==> config.mk <==
export PLATFORM = sky130hd
export DESIGN_NAME = cursor_triangle_pick_select_core
export DESIGN_NICKNAME = d
export VERILOG_FILES = /design/src/rtl/ctps_pkg.sv /design/src/rtl/ctps_div.sv /design/src/rtl/ctps_dp.sv /design/src/rtl/ctps_ctrl.sv /design/src/rtl/cursor_triangle_pick_select_core.sv
export SDC_FILE = /design/constraint.sdc
export NUM_CORES = 2
export LEC_CHECK = 0
export ABC_AREA = 1
export BUFFER_PORTS_ARGS = -buffer_cell sky130_fd_sc_hd__buf_2
export CORE_ASPECT_RATIO = 2
export CORE_UTILIZATION = 39
export DETAILED_ROUTE_END_ITERATION = 12
export SKIP_LAST_GASP = 1
export SYNTH_ARGS = -nofsm -noshare
export SYNTH_HDL_FRONTEND = slang
export SYNTH_SLANG_ARGS = --single-unit
==> constraint.sdc <==
create_clock -name aclk -period 12.7 [get_ports aclk]
set_clock_uncertainty 0.15 [all_clocks]
set_input_delay 2.54 -clock aclk [delete_from_list [all_inputs] [get_ports aclk]]
set_output_delay 2.54 -clock aclk [all_outputs]
set_load 0.01 [all_outputs]
==> src/rtl/ctps_pkg.sv <==
// ----------------------------------------------------------------------------
// ctps_pkg: shared types and constants of the cursor triangle pick block
// Opcodes, event kinds, register indexes and the command and status
// structs that join the controller and the datapath.
// ----------------------------------------------------------------------------
package ctps_pkg;

    localparam int VTX_W     = 32;
    localparam int DEN_W     = 32;
    localparam int WIN_W     = 13;
    localparam int NDC_BITS  = 20;
    localparam int QUOT_BITS = 28;
    localparam int EDGE_W    = QUOT_BITS + 1;
    localparam int PROD_W    = 2 * EDGE_W;

    localparam logic [2:0] OP_MOVE_BEGIN   = 3'd0;
    localparam logic [2:0] OP_TRIANGLE     = 3'd1;
    localparam logic [2:0] OP_MOVE_END     = 3'd2;
    localparam logic [2:0] OP_CLICK        = 3'd3;
    localparam logic [2:0] OP_EXT_SELECT   = 3'd4;
    localparam logic [2:0] OP_EXT_DESELECT = 3'd5;

    localparam logic [1:0] EV_HOVER    = 2'd0;
    localparam logic [1:0] EV_SELECT   = 2'd1;
    localparam logic [1:0] EV_DESELECT = 2'd2;

    localparam logic [1:0] CFG_IDX_WIDTH  = 2'd0;
    localparam logic [1:0] CFG_IDX_HEIGHT = 2'd1;

    localparam logic [WIN_W-1:0] WIN_WIDTH_RESET  = 13'd1024;
    localparam logic [WIN_W-1:0] WIN_HEIGHT_RESET = 13'd768;

    // Last step index of the division and multiply sequences.
    localparam logic [2:0] STEP_LAST_MOVE = 3'd1;
    localparam logic [2:0] STEP_LAST_TRI  = 3'd5;

    typedef struct packed {
        logic       load;
        logic       div_start;
        logic       div_store;
        logic       mul_en;
        logic       edge_eval;
        logic       event_go;
        logic [2:0] sel;
    } ctps_cmd_t;

    typedef struct packed {
        logic div_done;
        logic out_free;
    } ctps_sts_t;

endpackage

==> src/rtl/ctps_div.sv <==
// ----------------------------------------------------------------------------
// ctps_div: iterative signed divider
// Restoring division of magnitudes, one quotient bit per cycle, followed by
// a final step that applies the sign with truncation or floor rounding.
// ----------------------------------------------------------------------------
module ctps_div #(
    parameter int NW = 49
) (
    input  logic                                aclk,
    input  logic                                aresetn,
    input  logic                                start,
    input  logic [NW-1:0]                       num_mag,
    input  logic [ctps_pkg::DEN_W-1:0]          den_mag,
    input  logic                                neg,
    input  logic                                floor_mode,
    output logic                                done,
    output logic signed [NW:0]                  quot
);

    localparam int CW = $clog2(NW + 1);
    localparam int DW = ctps_pkg::DEN_W;

    logic [DW:0]      rem_reg, rem_next;
    logic [NW-1:0]    quo_reg, quo_next;
    logic [DW-1:0]    den_reg;
    logic             neg_reg, floor_reg;
    logic [CW-1:0]    cnt_reg;
    logic             busy_reg, fix_reg, done_reg;
    logic signed [NW:0] quot_reg;
    logic [DW:0]      rem_sh;
    logic             take;
    logic             round_down;

    always_comb begin
        rem_sh   = {rem_reg[DW-1:0], quo_reg[NW-1]};
        take     = rem_sh >= {1'b0, den_reg};
        rem_next = take ? rem_sh - {1'b0, den_reg} : rem_sh;
        quo_next = {quo_reg[NW-2:0], take};
        // Floor rounding of a negative inexact quotient gives -(q+1), which is ~q.
        round_down = floor_reg && (rem_reg != '0);
    end

    always_ff @(posedge aclk) begin
        if (!aresetn) begin
            busy_reg <= 1'b0;
            fix_reg  <= 1'b0;
            done_reg <= 1'b0;
        end else begin
            done_reg <= 1'b0;
            if (start) begin
                busy_reg <= 1'b1;
            end else if (busy_reg && cnt_reg == CW'(1)) begin
                busy_reg <= 1'b0;
                fix_reg  <= 1'b1;
            end else if (fix_reg) begin
                fix_reg  <= 1'b0;
                done_reg <= 1'b1;
            end
        end
    end

    always_ff @(posedge aclk) begin
        if (start) begin
            rem_reg   <= '0;
            quo_reg   <= num_mag;
            den_reg   <= den_mag;
            neg_reg   <= neg;
            floor_reg <= floor_mode;
            cnt_reg   <= CW'(NW);
        end else if (busy_reg) begin
            rem_reg <= rem_next;
            quo_reg <= quo_next;
            cnt_reg <= cnt_reg - CW'(1);
        end
        if (fix_reg) begin
            if (neg_reg) begin
                quot_reg <= $signed(~{1'b0, quo_reg} + {{NW{1'b0}}, !round_down});
            end else begin
                quot_reg <= $signed({1'b0, quo_reg});
            end
        end
    end

    assign done = done_reg;
    assign quot = quot_reg;

endmodule

==> src/rtl/ctps_dp.sv <==
// ----------------------------------------------------------------------------
// ctps_dp: datapath of the cursor triangle pick block
// Operand registers, the shared divider, one shared multiplier for the
// edge functions, the pick and selection state and the event register.
// ----------------------------------------------------------------------------
module ctps_dp #(
    parameter int ID_BITS         = 16,
    parameter int COORD_FRAC_BITS = 16
) (
    input  logic                                aclk,
    input  logic                                aresetn,
    input  ctps_pkg::ctps_cmd_t                 cmd,
    output ctps_pkg::ctps_sts_t                 sts,
    input  logic                                cfg_valid,
    input  logic [1:0]                          cfg_index,
    input  logic [ctps_pkg::WIN_W-1:0]          cfg_data,
    input  logic [2:0]                          s_opcode,
    input  logic [15:0]                         s_object_id,
    input  logic signed [31:0]                  s_vertex_a_x,
    input  logic signed [31:0]                  s_vertex_a_y,
    input  logic signed [31:0]                  s_vertex_a_z,
    input  logic signed [31:0]                  s_vertex_b_x,
    input  logic signed [31:0]                  s_vertex_b_y,
    input  logic signed [31:0]                  s_vertex_b_z,
    input  logic signed [31:0]                  s_vertex_c_x,
    input  logic signed [31:0]                  s_vertex_c_y,
    input  logic signed [31:0]                  s_vertex_c_z,
    output logic                                m_valid,
    input  logic                                m_ready,
    output logic [1:0]                          m_event_kind,
    output logic [15:0]                         m_event_id,
    output logic                                m_event_id_valid
);

    localparam int F   = COORD_FRAC_BITS;
    localparam int NW  = ctps_pkg::VTX_W + 1 + F;
    localparam int QW  = NW + 1;
    localparam int TW  = QW + 1;
    localparam int NB  = ctps_pkg::NDC_BITS;
    localparam int QB  = ctps_pkg::QUOT_BITS;
    localparam int EW  = ctps_pkg::EDGE_W;
    localparam int PW  = ctps_pkg::PROD_W;
    localparam int WW  = ctps_pkg::WIN_W;

    logic [WW-1:0]        win_w_reg, win_h_reg;
    logic [2:0]           op_reg;
    logic [ID_BITS-1:0]   oid_reg;
    logic signed [31:0]   vx_reg [3];
    logic signed [31:0]   vy_reg [3];
    logic signed [31:0]   vz_reg [3];
    logic signed [QB-1:0] q_reg [6];
    logic signed [PW-1:0] prod_reg [6];
    logic signed [NB-1:0] ndc_x_reg, ndc_y_reg;
    logic [ID_BITS-1:0]   cand_id_reg, hov_id_reg, sel_id_reg;
    logic                 cand_v_reg, hov_v_reg, sel_v_reg;
    logic                 m_valid_reg;
    logic [1:0]           m_kind_reg;
    logic [15:0]          m_id_reg;
    logic                 m_idv_reg;

    // Divider operand selection.
    logic                 is_move;
    logic signed [31:0]   dv, dz;
    logic [31:0]          dv_mag;
    logic [WW-1:0]        win, win1;
    logic [NW-1:0]        num_mag;
    logic [31:0]          den_mag;
    logic                 dneg;
    logic                 div_done;
    logic signed [QW-1:0] div_quot;

    always_comb begin
        is_move = op_reg == ctps_pkg::OP_MOVE_BEGIN;
        unique case (cmd.sel[2:1])
            2'd0: begin
                dv = cmd.sel[0] ? vy_reg[0] : vx_reg[0];
                dz = vz_reg[0];
            end
            2'd1: begin
                dv = cmd.sel[0] ? vy_reg[1] : vx_reg[1];
                dz = vz_reg[1];
            end
            default: begin
                dv = cmd.sel[0] ? vy_reg[2] : vx_reg[2];
                dz = vz_reg[2];
            end
        endcase
        dv_mag = dv[31] ? 32'(-dv) : 32'(dv);
        win    = cmd.sel[0] ? win_h_reg : win_w_reg;
        win1   = (win == '0) ? WW'(1) : win;
        if (is_move) begin
            // Cursor: 2 * p * one over the window size, floored.
            num_mag = {dv_mag, {(F + 1){1'b0}}};
            den_mag = {{(32 - WW){1'b0}}, win1};
            dneg    = dv[31];
        end else begin
            num_mag = {1'b0, dv_mag, {F{1'b0}}};
            den_mag = dz[31] ? 32'(-dz) : 32'(dz);
            dneg    = dv[31] ^ dz[31];
        end
    end

    ctps_div #(.NW(NW)) u_div (
        .aclk       (aclk),
        .aresetn    (aresetn),
        .start      (cmd.div_start),
        .num_mag    (num_mag),
        .den_mag    (den_mag),
        .neg        (dneg),
        .floor_mode (is_move),
        .done       (div_done),
        .quot       (div_quot)
    );

    // Saturation of the quotient and of the cursor coordinates.
    logic signed [TW-1:0] one_fx, q_ext, t_x, t_y;
    logic signed [QB-1:0] q_sat;
    logic signed [NB-1:0] x_sat, y_sat;

    always_comb begin
        one_fx = {{(TW - F - 1){1'b0}}, 1'b1, {F{1'b0}}};
        q_ext  = {div_quot[QW-1], div_quot};
        t_x    = q_ext - one_fx;
        t_y    = one_fx - q_ext;
        if ((&div_quot[QW-1:QB-1]) || !(|div_quot[QW-1:QB-1])) begin
            q_sat = div_quot[QB-1:0];
        end else begin
            q_sat = {div_quot[QW-1], {(QB - 1){~div_quot[QW-1]}}};
        end
        if ((&t_x[TW-1:NB-1]) || !(|t_x[TW-1:NB-1])) begin
            x_sat = t_x[NB-1:0];
        end else begin
            x_sat = {t_x[TW-1], {(NB - 1){~t_x[TW-1]}}};
        end
        if ((&t_y[TW-1:NB-1]) || !(|t_y[TW-1:NB-1])) begin
            y_sat = t_y[NB-1:0];
        end else begin
            y_sat = {t_y[TW-1], {(NB - 1){~t_y[TW-1]}}};
        end
    end

    // Edge function operands. q_reg holds ax, ay, bx, by, cx, cy in that order.
    logic signed [EW-1:0] ndx_e, ndy_e, ma, mb;
    logic signed [EW-1:0] qe [6];

    always_comb begin
        ndx_e = EW'(ndc_x_reg);
        ndy_e = EW'(ndc_y_reg);
        for (int i = 0; i < 6; i++) begin
            qe[i] = EW'(q_reg[i]);
        end
        unique case (cmd.sel)
            3'd0: begin ma = ndx_e - qe[2]; mb = qe[1] - qe[3]; end
            3'd1: begin ma = qe[0] - qe[2]; mb = ndy_e - qe[3]; end
            3'd2: begin ma = ndx_e - qe[4]; mb = qe[3] - qe[5]; end
            3'd3: begin ma = qe[2] - qe[4]; mb = ndy_e - qe[5]; end
            3'd4: begin ma = ndx_e - qe[0]; mb = qe[5] - qe[1]; end
            default: begin ma = qe[4] - qe[0]; mb = ndy_e - qe[1]; end
        endcase
    end

    // Hit test: no edge value may be positive while another is negative, and no vertex z may be zero.
    logic any_pos, any_neg, zero_z, hit;

    always_comb begin
        any_pos = 1'b0;
        any_neg = 1'b0;
        for (int e = 0; e < 3; e++) begin
            any_pos = any_pos | (prod_reg[2*e] > prod_reg[2*e+1]);
            any_neg = any_neg | (prod_reg[2*e] < prod_reg[2*e+1]);
        end
        zero_z = (vz_reg[0] == '0) || (vz_reg[1] == '0) || (vz_reg[2] == '0);
        hit    = !(any_pos && any_neg) && !zero_z;
    end

    // Event decision for move end and left click.
    logic               same_hover, ev_emit;
    logic [1:0]         ev_kind;
    logic [ID_BITS-1:0] ev_id;
    logic               ev_idv;
    logic [ID_BITS-1:0] new_hov_id;

    always_comb begin
        same_hover = (cand_v_reg == hov_v_reg) &&
                     (!cand_v_reg || cand_id_reg == hov_id_reg);
        new_hov_id = cand_v_reg ? cand_id_reg : '0;
        ev_emit    = 1'b0;
        ev_kind    = ctps_pkg::EV_HOVER;
        ev_id      = '0;
        ev_idv     = 1'b0;
        if (op_reg == ctps_pkg::OP_MOVE_END) begin
            ev_emit = !same_hover && !sel_v_reg;
            ev_kind = ctps_pkg::EV_HOVER;
            ev_id   = new_hov_id;
            ev_idv  = cand_v_reg;
        end else if (hov_v_reg) begin
            ev_emit = 1'b1;
            ev_idv  = 1'b1;
            ev_id   = hov_id_reg;
            ev_kind = (sel_v_reg && hov_id_reg == sel_id_reg) ?
                      ctps_pkg::EV_DESELECT : ctps_pkg::EV_SELECT;
        end
    end

    always_ff @(posedge aclk) begin
        if (!aresetn) begin
            win_w_reg   <= ctps_pkg::WIN_WIDTH_RESET;
            win_h_reg   <= ctps_pkg::WIN_HEIGHT_RESET;
            ndc_x_reg   <= '0;
            ndc_y_reg   <= '0;
            cand_id_reg <= '0;
            cand_v_reg  <= 1'b0;
            hov_id_reg  <= '0;
            hov_v_reg   <= 1'b0;
            sel_id_reg  <= '0;
            sel_v_reg   <= 1'b0;
            m_valid_reg <= 1'b0;
        end else begin
            if (cfg_valid && cfg_index == ctps_pkg::CFG_IDX_WIDTH) begin
                win_w_reg <= cfg_data;
            end
            if (cfg_valid && cfg_index == ctps_pkg::CFG_IDX_HEIGHT) begin
                win_h_reg <= cfg_data;
            end
            if (m_ready) begin
                m_valid_reg <= 1'b0;
            end
            if (cmd.load) begin
                unique case (s_opcode)
                    ctps_pkg::OP_MOVE_BEGIN: begin
                        cand_v_reg  <= 1'b0;
                        cand_id_reg <= '0;
                    end
                    ctps_pkg::OP_EXT_SELECT: begin
                        sel_v_reg  <= 1'b1;
                        sel_id_reg <= ID_BITS'(s_object_id);
                    end
                    ctps_pkg::OP_EXT_DESELECT: begin
                        sel_v_reg  <= 1'b0;
                        sel_id_reg <= '0;
                    end
                    default: begin
                    end
                endcase
            end
            if (cmd.div_store && is_move) begin
                if (cmd.sel[0]) begin
                    ndc_y_reg <= y_sat;
                end else begin
                    ndc_x_reg <= x_sat;
                end
            end
            if (cmd.edge_eval && hit) begin
                cand_v_reg  <= 1'b1;
                cand_id_reg <= oid_reg;
            end
            if (cmd.event_go) begin
                if (op_reg == ctps_pkg::OP_MOVE_END) begin
                    hov_v_reg  <= cand_v_reg;
                    hov_id_reg <= new_hov_id;
                end else if (hov_v_reg) begin
                    if (ev_kind == ctps_pkg::EV_DESELECT) begin
                        sel_v_reg  <= 1'b0;
                        sel_id_reg <= '0;
                    end else begin
                        sel_v_reg  <= 1'b1;
                        sel_id_reg <= hov_id_reg;
                    end
                end
                if (ev_emit) begin
                    m_valid_reg <= 1'b1;
                end
            end
        end
    end

    always_ff @(posedge aclk) begin
        if (cmd.load) begin
            op_reg    <= s_opcode;
            oid_reg   <= ID_BITS'(s_object_id);
            vx_reg[0] <= s_vertex_a_x;
            vy_reg[0] <= s_vertex_a_y;
            vz_reg[0] <= s_vertex_a_z;
            vx_reg[1] <= s_vertex_b_x;
            vy_reg[1] <= s_vertex_b_y;
            vz_reg[1] <= s_vertex_b_z;
            vx_reg[2] <= s_vertex_c_x;
            vy_reg[2] <= s_vertex_c_y;
            vz_reg[2] <= s_vertex_c_z;
        end
        if (cmd.div_store && !is_move) begin
            q_reg[cmd.sel] <= q_sat;
        end
        if (cmd.mul_en) begin
            prod_reg[cmd.sel] <= ma * mb;
        end
        if (cmd.event_go && ev_emit) begin
            m_kind_reg <= ev_kind;
            m_id_reg   <= 16'(ev_id);
            m_idv_reg  <= ev_idv;
        end
    end

    assign sts.div_done     = div_done;
    assign sts.out_free     = !m_valid_reg || m_ready;
    assign m_valid          = m_valid_reg;
    assign m_event_kind     = m_kind_reg;
    assign m_event_id       = m_id_reg;
    assign m_event_id_valid = m_idv_reg;

endmodule

==> src/rtl/ctps_ctrl.sv <==
// ----------------------------------------------------------------------------
// ctps_ctrl: sequencing state machine of the cursor triangle pick block
// Accepts items, steps the divisions and edge products, and issues the
// event update once the output register can take a beat.
// ----------------------------------------------------------------------------
module ctps_ctrl (
    input  logic                  aclk,
    input  logic                  aresetn,
    input  logic                  s_valid,
    output logic                  s_ready,
    input  logic [2:0]            s_opcode,
    input  ctps_pkg::ctps_sts_t   sts,
    output ctps_pkg::ctps_cmd_t   cmd
);

    typedef enum logic [5:0] {
        ST_IDLE     = 6'b000001,
        ST_DIV_GO   = 6'b000010,
        ST_DIV_WAIT = 6'b000100,
        ST_MUL      = 6'b001000,
        ST_EVAL     = 6'b010000,
        ST_EVENT    = 6'b100000
    } ctps_state_t;

    ctps_state_t state_reg, state_next;
    logic [2:0]  k_reg, k_next;
    logic        move_reg, move_next;
    logic        div_last;

    always_comb begin
        state_next = state_reg;
        k_next     = k_reg;
        move_next  = move_reg;
        cmd        = '0;
        cmd.sel    = k_reg;
        s_ready    = 1'b0;
        div_last   = move_reg ? (k_reg == ctps_pkg::STEP_LAST_MOVE)
                              : (k_reg == ctps_pkg::STEP_LAST_TRI);
        unique case (state_reg)
            ST_IDLE: begin
                s_ready = 1'b1;
                if (s_valid) begin
                    cmd.load = 1'b1;
                    k_next   = '0;
                    unique case (s_opcode)
                        ctps_pkg::OP_MOVE_BEGIN: begin
                            move_next  = 1'b1;
                            state_next = ST_DIV_GO;
                        end
                        ctps_pkg::OP_TRIANGLE: begin
                            move_next  = 1'b0;
                            state_next = ST_DIV_GO;
                        end
                        ctps_pkg::OP_MOVE_END, ctps_pkg::OP_CLICK: begin
                            state_next = ST_EVENT;
                        end
                        default: begin
                        end
                    endcase
                end
            end
            ST_DIV_GO: begin
                cmd.div_start = 1'b1;
                state_next    = ST_DIV_WAIT;
            end
            ST_DIV_WAIT: begin
                if (sts.div_done) begin
                    cmd.div_store = 1'b1;
                    if (div_last) begin
                        k_next     = '0;
                        state_next = move_reg ? ST_IDLE : ST_MUL;
                    end else begin
                        k_next     = k_reg + 3'd1;
                        state_next = ST_DIV_GO;
                    end
                end
            end
            ST_MUL: begin
                cmd.mul_en = 1'b1;
                if (k_reg == ctps_pkg::STEP_LAST_TRI) begin
                    k_next     = '0;
                    state_next = ST_EVAL;
                end else begin
                    k_next = k_reg + 3'd1;
                end
            end
            ST_EVAL: begin
                cmd.edge_eval = 1'b1;
                state_next    = ST_IDLE;
            end
            ST_EVENT: begin
                if (sts.out_free) begin
                    cmd.event_go = 1'b1;
                    state_next   = ST_IDLE;
                end
            end
            default: begin
                state_next = ST_IDLE;
            end
        endcase
    end

    always_ff @(posedge aclk) begin
        if (!aresetn) begin
            state_reg <= ST_IDLE;
            k_reg     <= '0;
            move_reg  <= 1'b0;
        end else begin
            state_reg <= state_next;
            k_reg     <= k_next;
            move_reg  <= move_next;
        end
    end

    a_event_needs_room: assert property (@(posedge aclk) disable iff (!aresetn)
        cmd.event_go |-> sts.out_free)
        else $error("event issued while the output register is full");

    a_div_done_awaited: assert property (@(posedge aclk) disable iff (!aresetn)
        sts.div_done |-> state_reg == ST_DIV_WAIT)
        else $error("divider finished while not awaited");

    a_select_single_cycle: assert property (@(posedge aclk) disable iff (!aresetn)
        (cmd.load && (s_opcode == ctps_pkg::OP_EXT_SELECT ||
                      s_opcode == ctps_pkg::OP_EXT_DESELECT)) |=> state_reg == ST_IDLE)
        else $error("external select did not complete in one cycle");

    a_step_in_range: assert property (@(posedge aclk) disable iff (!aresetn)
        (cmd.div_store || cmd.mul_en) |-> k_reg <= ctps_pkg::STEP_LAST_TRI)
        else $error("step index out of range");

endmodule

==> src/rtl/cursor_triangle_pick_select_core.sv <==
// ----------------------------------------------------------------------------
// cursor_triangle_pick_select_core: cursor picking and selection
// Point-in-triangle picking with perspective division and hover/selection
// tracking, producing hover, select and deselect events.
// ----------------------------------------------------------------------------
// Usage:
//   The s_ channel takes one command beat at a time: move begin, triangle,
//   move end, left click, external select or external deselect. The m_
//   channel carries hover, select and deselect event beats; move end and
//   left click give at most one beat each, the other commands none.
//   The cfg channel writes the window width (index 0) and height (index 1);
//   it is always ready and must only be used while the block is idle.
// Sequencing:
//   triangle: six divisions on one shared bit-serial divider, each giving
//   33 + COORD_FRAC_BITS quotient bits, then six products on one multiplier
//   and one compare step; move begin: two divisions; the others use none.
// Reset clears the cursor, candidate, hover and selection state and loads
//   the window registers with 1024 by 768.
// A stalled m_ channel holds its event register; commands that emit no
//   event are still accepted, and the next event-producing command waits.
// ----------------------------------------------------------------------------
module cursor_triangle_pick_select_core #(
    parameter int ID_BITS         = 16,
    parameter int COORD_FRAC_BITS = 16
) (
    input  logic                aclk,
    input  logic                aresetn,
    input  logic                cfg_valid,
    output logic                cfg_ready,
    input  logic [1:0]          cfg_index,
    input  logic [12:0]         cfg_data,
    input  logic                s_valid,
    output logic                s_ready,
    input  logic [2:0]          s_opcode,
    input  logic [15:0]         s_object_id,
    input  logic signed [31:0]  s_vertex_a_x,
    input  logic signed [31:0]  s_vertex_a_y,
    input  logic signed [31:0]  s_vertex_a_z,
    input  logic signed [31:0]  s_vertex_b_x,
    input  logic signed [31:0]  s_vertex_b_y,
    input  logic signed [31:0]  s_vertex_b_z,
    input  logic signed [31:0]  s_vertex_c_x,
    input  logic signed [31:0]  s_vertex_c_y,
    input  logic signed [31:0]  s_vertex_c_z,
    output logic                m_valid,
    input  logic                m_ready,
    output logic [1:0]          m_event_kind,
    output logic [15:0]         m_event_id,
    output logic                m_event_id_valid
);

    ctps_pkg::ctps_cmd_t cmd;
    ctps_pkg::ctps_sts_t sts;

    assign cfg_ready = 1'b1;

    ctps_ctrl u_ctrl (
        .aclk     (aclk),
        .aresetn  (aresetn),
        .s_valid  (s_valid),
        .s_ready  (s_ready),
        .s_opcode (s_opcode),
        .sts      (sts),
        .cmd      (cmd)
    );

    ctps_dp #(
        .ID_BITS         (ID_BITS),
        .COORD_FRAC_BITS (COORD_FRAC_BITS)
    ) u_dp (
        .aclk             (aclk),
        .aresetn          (aresetn),
        .cmd              (cmd),
        .sts              (sts),
        .cfg_valid        (cfg_valid),
        .cfg_index        (cfg_index),
        .cfg_data         (cfg_data),
        .s_opcode         (s_opcode),
        .s_object_id      (s_object_id),
        .s_vertex_a_x     (s_vertex_a_x),
        .s_vertex_a_y     (s_vertex_a_y),
        .s_vertex_a_z     (s_vertex_a_z),
        .s_vertex_b_x     (s_vertex_b_x),
        .s_vertex_b_y     (s_vertex_b_y),
        .s_vertex_b_z     (s_vertex_b_z),
        .s_vertex_c_x     (s_vertex_c_x),
        .s_vertex_c_y     (s_vertex_c_y),
        .s_vertex_c_z     (s_vertex_c_z),
        .m_valid          (m_valid),
        .m_ready          (m_ready),
        .m_event_kind     (m_event_kind),
        .m_event_id       (m_event_id),
        .m_event_id_valid (m_event_id_valid)
    );

endmodule
Word level (Yosys, flattened, before mapping)

Memory sizes are Yosys's and may differ from the RTL's.
Index checks and enable logic that the tools add are counted.

Register bits: 341
Input port bits: 327
RAM bits: 804
Memories kept: 5
Output and inout bits: 22
Logic and storage cells: 256

Eq/ne operators: 29
$add $sub $neg: 20
Bitwise gates (word level): 12
Mux-type cells: 86
Reductions and logical operators: 64
$mul: 1
Magnitude comparators: 7

Memories:

| name          | depth | width | read ports | clocked after Yosys merged registers in | wr ports | RTL line      | RTL |
|---|---|---|---|---|---|---|---|
| u_dp.prod_reg | 6     | 58    | 6          | 0                                       | 1        | ctps_dp.sv:52 | `logic signed [PW-1:0] prod_reg [6];` |
| u_dp.q_reg    | 6     | 28    | 6          | 0                                       | 1        | ctps_dp.sv:51 | `logic signed [QB-1:0] q_reg [6];` |
| u_dp.vx_reg   | 3     | 32    | 3          | 0                                       | 3        | ctps_dp.sv:48 | `logic signed [31:0] vx_reg [3];` |
| u_dp.vy_reg   | 3     | 32    | 3          | 0                                       | 3        | ctps_dp.sv:49 | `logic signed [31:0] vy_reg [3];` |
| u_dp.vz_reg   | 3     | 32    | 3          | 0                                       | 3        | ctps_dp.sv:50 | `logic signed [31:0] vz_reg [3];` |

Operators with widths:

| operator                 | count |
|---|---|
| $pmux W29 S5             | 2 |
| $mux W49                 | 4 |
| $mux W16                 | 11 |
| $gt A58 B58 Y1           | 3 |
| $lt A58 B58 Y1           | 3 |
| $sub A20 B28 Y29         | 6 |
| $sub A28 B28 Y29         | 6 |
| $mux W32                 | 4 |
| $pmux W32 S2             | 2 |
| $logic_not A32 Y1        | 3 |
| $neg A32 Y32             | 2 |
| $reduce_and A32 Y1       | 2 |
| $reduce_or A32 Y1        | 2 |
| $mul A29 B29 Y58         | 1 |
| $sub A18 B50 Y51 const A | 1 |
| $sub A50 B18 Y51 const B | 1 |
| $add A50 B1 Y50          | 1 |
| $not A49 Y50             | 1 |
| $mux W20                 | 2 |
| $mux W13                 | 3 |
| $mux W1                  | 36 |
| $ge A33 B32 Y1           | 1 |
| $mux W33                 | 1 |
| $reduce_bool A33 Y1      | 1 |
| other kinds (48)         | 120 |

Depth between registers and ports, before layout

Word-level depth: 10
Gate-level depth with buffers: 57
Mapped depth without buffers: 50

Modules after synthesis

From an unflattened synthesis, not the netlist that was laid out.

Cell total of the unflattened synthesis: 12129
Area, all modules: 101489.8 µm²

Modules (own cells, without submodules):

| module                           | seq. area each (µm²) | instances | cells each | area each (µm²) |
|---|---|---|---|---|
| ctps_dp                          | 27646.5              | 1         | 10525      | 89696.0 |
| ctps_div                         | 4834.6               | 1         | 1489       | 11040.6 |
| ctps_ctrl                        | 200.2                | 1         | 113        | 742.0 |
| cursor_triangle_pick_select_core | 0.0                  | 1         | 2          | 11.3 |

Least setup slack after synthesis

OpenSTA, ideal clock, no wires.

Kind: input-to-reg
Start point: input port s_valid
End point: register u_ctrl.move_reg
Data required time: 12.464 ns
Arrival: 13.056 ns
Path slack: -0.592 ns
Cell stages on the path: 5
Cells stage by stage: inv_1 nor2_2 nand3_1 clkbuf_1 a211oi_1

Longest elaborated chain between the ends: 1

Ends and longest elaborated chain:

| item                               | RTL line                               | RTL |
|---|---|---|
| start: declaration                 | cursor_triangle_pick_select_core.sv:32 | `input logic s_valid,` |
| $reduce_and A3 Y1 (no source line) | -                                      |  |
| end signal: assignment             | ctps_ctrl.sv:111                       | `move_reg <= move_next;` |
| end: declaration                   | ctps_ctrl.sv:27                        | `logic move_reg, move_next;` |

No other way between the ends.
A chain may end at the register's enable or synchronous reset.

Worst setup path after layout

Start point: register u_ctrl.k_reg[1]
End point: memory u_dp.prod_reg[2][38] (netlist bit), data pin

Longest elaborated chain between the ends: 3
Elaborated cells on any way between the ends: 8
Those cells by class: 1 x mul; 4 x eq/ne; 2 x mux; 1 x reduce/logical

Ends and longest elaborated chain:

| item                                       | RTL line         | RTL |
|---|---|---|
| start: declaration                         | ctps_ctrl.sv:26  | `logic [2:0] k_reg, k_next;` |
| start signal: assignment                   | ctps_ctrl.sv:110 | `k_reg <= k_next;` |
| $eq A3 B3 Y1, or another cell as far along | ctps_dp.sv:152   | `unique case (cmd.sel)` |
| $pmux W29 S5                               | ctps_dp.sv:152   |  |
| $mul A29 B29 Y58 *                         | ctps_dp.sv:295   | `prod_reg[cmd.sel] <= ma * mb;` |
| end: declaration                           | ctps_dp.sv:52    |  |

Every way passes the cells marked *; elsewhere a longest branch is shown, timed or not.

==> summary.txt <==
Post-synthesis cell type count - 88
Hold Path Class - reg -> reg
Largest family of logic cells by synthesized area - adder cells
Worst-Skew Late Latency - 0.79 ns
Num CTS Buffers - 105
CTS Sinks - 1145
Syn Area/Cell - 8.502 µm²
Filler cells - 25720
Largest stage delay, worst path - 0.56 ns
GR Util met1 - 0.2376
Total gr overflow - 0
Mux share of post-synthesis cell area - 0.001390
CP Class - reg -> reg
Detailed placer's ending HPWL - 303.5 mm
Critical path's slowest cell - o21ai_1
Drt total wl - 370.9 mm
Share of layout cells above drive strength 1 - 0.09287
Met3 usage - 0.04635
Routability congestion estimate - 1.127
DIE WIDTH - 361.5 µm
Post-synthesis xor/xnor area fraction - 0.02326
Final hold slack - 0.3056 ns
Grt met2 use - 0.5384
Critical Path AT - 12.73 ns
CP Launch Type - register
Netlist Area Pre-Place - 100800 µm²
Fin. max-slew vios - 2
EDFF count, synth - 975
Adder-Cell Fraction of Synth Area - 0.2572
NumNets Final - 14110
DRT iter0 DRCs - 5158
RSZ-0062 raised after global routing - no
DRC - 0
Post-Syn Instances - 11860
Final Critical Period - 12.36 ns
Worst reg2reg path endpoint - u_dp.prod_reg[2][38]
Failing checks - max-capacitance violations, max-slew violations
Vias - 83490
Fin. Hold Viols - 0
CP required - 13.07 ns
Clk slew on worst S/H paths - 0.07 ns
CTS H-tree depth - 3
Async S/R FF share, synth - 0
Vias in the first global route - 88220
Synth top area cells - edfxtp_1, fa_1, nand2_1
Kind of end point of the critical path - register
Die H - 721.1 µm
Worst-Margin Slew - 1.568 ns
Die area - 260700 µm²
Starting Density - 0.3928
# Max-Cap Violations - 1
Vias per cell - 5.327
Layout area overhead - 10.28%
WHS Endpoint - u_dp.u_div.cnt_reg[1]
Largest area contributor in the netlist - edfxtp_1
Worst hold stages - 2
Final ANT Viol Nets - 0
Placed Cells incl. Taps - 15460
Outcome - complete, but fails checks
Synthesized Nets - 13710
Compound-gate portion of the synthesized area - 0.09884
Reg-to-reg startpoint - u_ctrl.k_reg[1]
Number of I/O port buffers - 347
Yosys warnings - 0
R2R depth - 40
Num rows - 263
Area of the multi-input gates - 58410 µm²
First-pass GRT wire length - 541.5 mm
Reg2Reg Setup Slack - 0.34 ns
Max reg flops - 348
Largest net degree at the start of global routing - 140
Primary FF master, synth - edfxtp_1
Post-synthesis register bit count - 1145
Register area - 32690 µm²
GRT busiest layer - met2
Crit-path max FO - 76
Slew margin rel. - -0.04856
TritonRoute pass-1 iters - 8
CTS Hold Bufs - 0
Crit-path most repeated cell - inv_1
Final non-filler cell total - 15670
Post-synth top area share - 0.2904
Initial antenna violation count - 21
DR WL/cell - 23.66 µm
I/O pins - 349
Post-Synth Simple-Gate Area - 0.1965
Clock root cell - clkbuf_16
Worst hold start - u_dp.u_div.cnt_reg[1]
Final core occ - 0.4332
Max Freq - 80.89 MHz
Overall routing resource usage - 0.2831
Core area - 256700 µm²
Clock Path Buffers - 3
Final setup violation count - 0
CTS tree - done
Seq/Total Area, Yosys - 0.3241
Final period util - 0.9735
==> how the worst max path moves through the flow <==
stage                     from                   end  slack [ns]  cells past startpoint
6_report       u_ctrl.k_reg[1]  u_dp.prod_reg[2][38]        0.34                     40
5_1_grt        u_ctrl.k_reg[1]  u_dp.prod_reg[3][57]      0.0007                     42
4_1_cts        u_ctrl.k_reg[1]  u_dp.prod_reg[3][57]        0.19                     41
3_5_place_dp   u_ctrl.k_reg[1]  u_dp.prod_reg[3][41]       0.005                     42
3_3_place_gp   u_ctrl.k_reg[1]  u_dp.prod_reg[4][41]      -0.004                     42
2_1_floorplan  u_ctrl.k_reg[2]  u_dp.prod_reg[0][53]        2.13                     48
==> final cells by class <==
class	count	area share
Timing Repair Buffer	598	0.03458
Tap cell	3312	0.03727
Sequential cell	1145	0.2940
Multi-Input combinational cell	8171	0.5254
Clock inverter	78	0.008440
Clock buffer	119	0.02439
Antenna cell	9	0.0002026
Inverter	2239	0.07577
==> Yosys cell counts (70+ instances only) <==
cell type	number
ha_1	615
edfxtp_1	975
fa_1	911
inv_1	2177
buf_2	120
a21oi_1	608
nand3_1	517
nand4_1	129
o211ai_1	70
clkbuf_1	139
nor2_1	1270
nor3_1	129
o21ai_0	610
nand2_1	2240
xnor2_1	92
xor2_1	159
dfxtp_1	170
nor4_1	72
==> layer usage <==
metal  wire (µm)  share of wire  vias up
met3       18850          0.051     1482
met1      109100           0.29    39890
met4       46490           0.13       16
met2      196300           0.53     3114
li1            -              -    38980
met5         111        0.00030        -
==> cells by family (layout without fill, tap and decap cells) <==
group,count (synthesis),count (layout)
and+or+nand+nor,4640,4640
buffers and inverters,2543,3034
other,1,10
DFF,1145,1145
adders and majority gates,1526,1526
AOI/OAI and AO/OA,1730,1730
muxes,14,14
xor gates and xnor gates,260,260
==> critical path: cells and delay by family, from the launching register on <==
kind / cells / cell delay, ns
compound gates: 9 / 3.36
xor+xnor: 1 / 0.44
fa+ha+maj: 12 / 5.22
buf+inv: 13 / 1.52
flops: 1 / 0.53
simple gates: 5 / 0.80
==> cells in the final DEF, fill, tap and decap left out, types with 91 or more instances in the layout <==
cell type,Yosys,final
clkbuf_16,0,106
fa_1,911,911
inv_1,2177,2175
buf_4,17,232
nor3_1,129,124
edfxtp_1,975,975
nand4_1,129,129
o21ai_0,610,585
dfxtp_1,170,167
buf_2,120,347
nand3_1,517,517
xor2_1,159,158
a21oi_1,608,607
ha_1,615,615
nand2_1,2240,2235
nor2_1,1270,1256
xnor2_1,92,91
==> stage by stage <==
| stage | setup WS [ns] | setup TNS [ns] | area [µm²] |
|---|---|---|---|
| final | 0.3368 | 0 | 111200 |
| after global routing | 0.0007194 | 0 | 111200 |
| after CTS | 0.1913 | 0 | 111100 |
| after detailed placement | 0.004614 | 0 | 107400 |
| after global placement | -0.003808 | -0.02227 | 107400 |
| after floorplan | 2.126 | 0 | 100800 |
==> what timing repair did <==
action,CTS,global route
buffers inserted,0,3
hold endpoints to repair,0,0
gates resized for setup,1,12
setup endpoints to repair,6,164
Power is not shown: default switching activity piles up to over one toggle a cycle in this logic, so the estimate is an artifact.
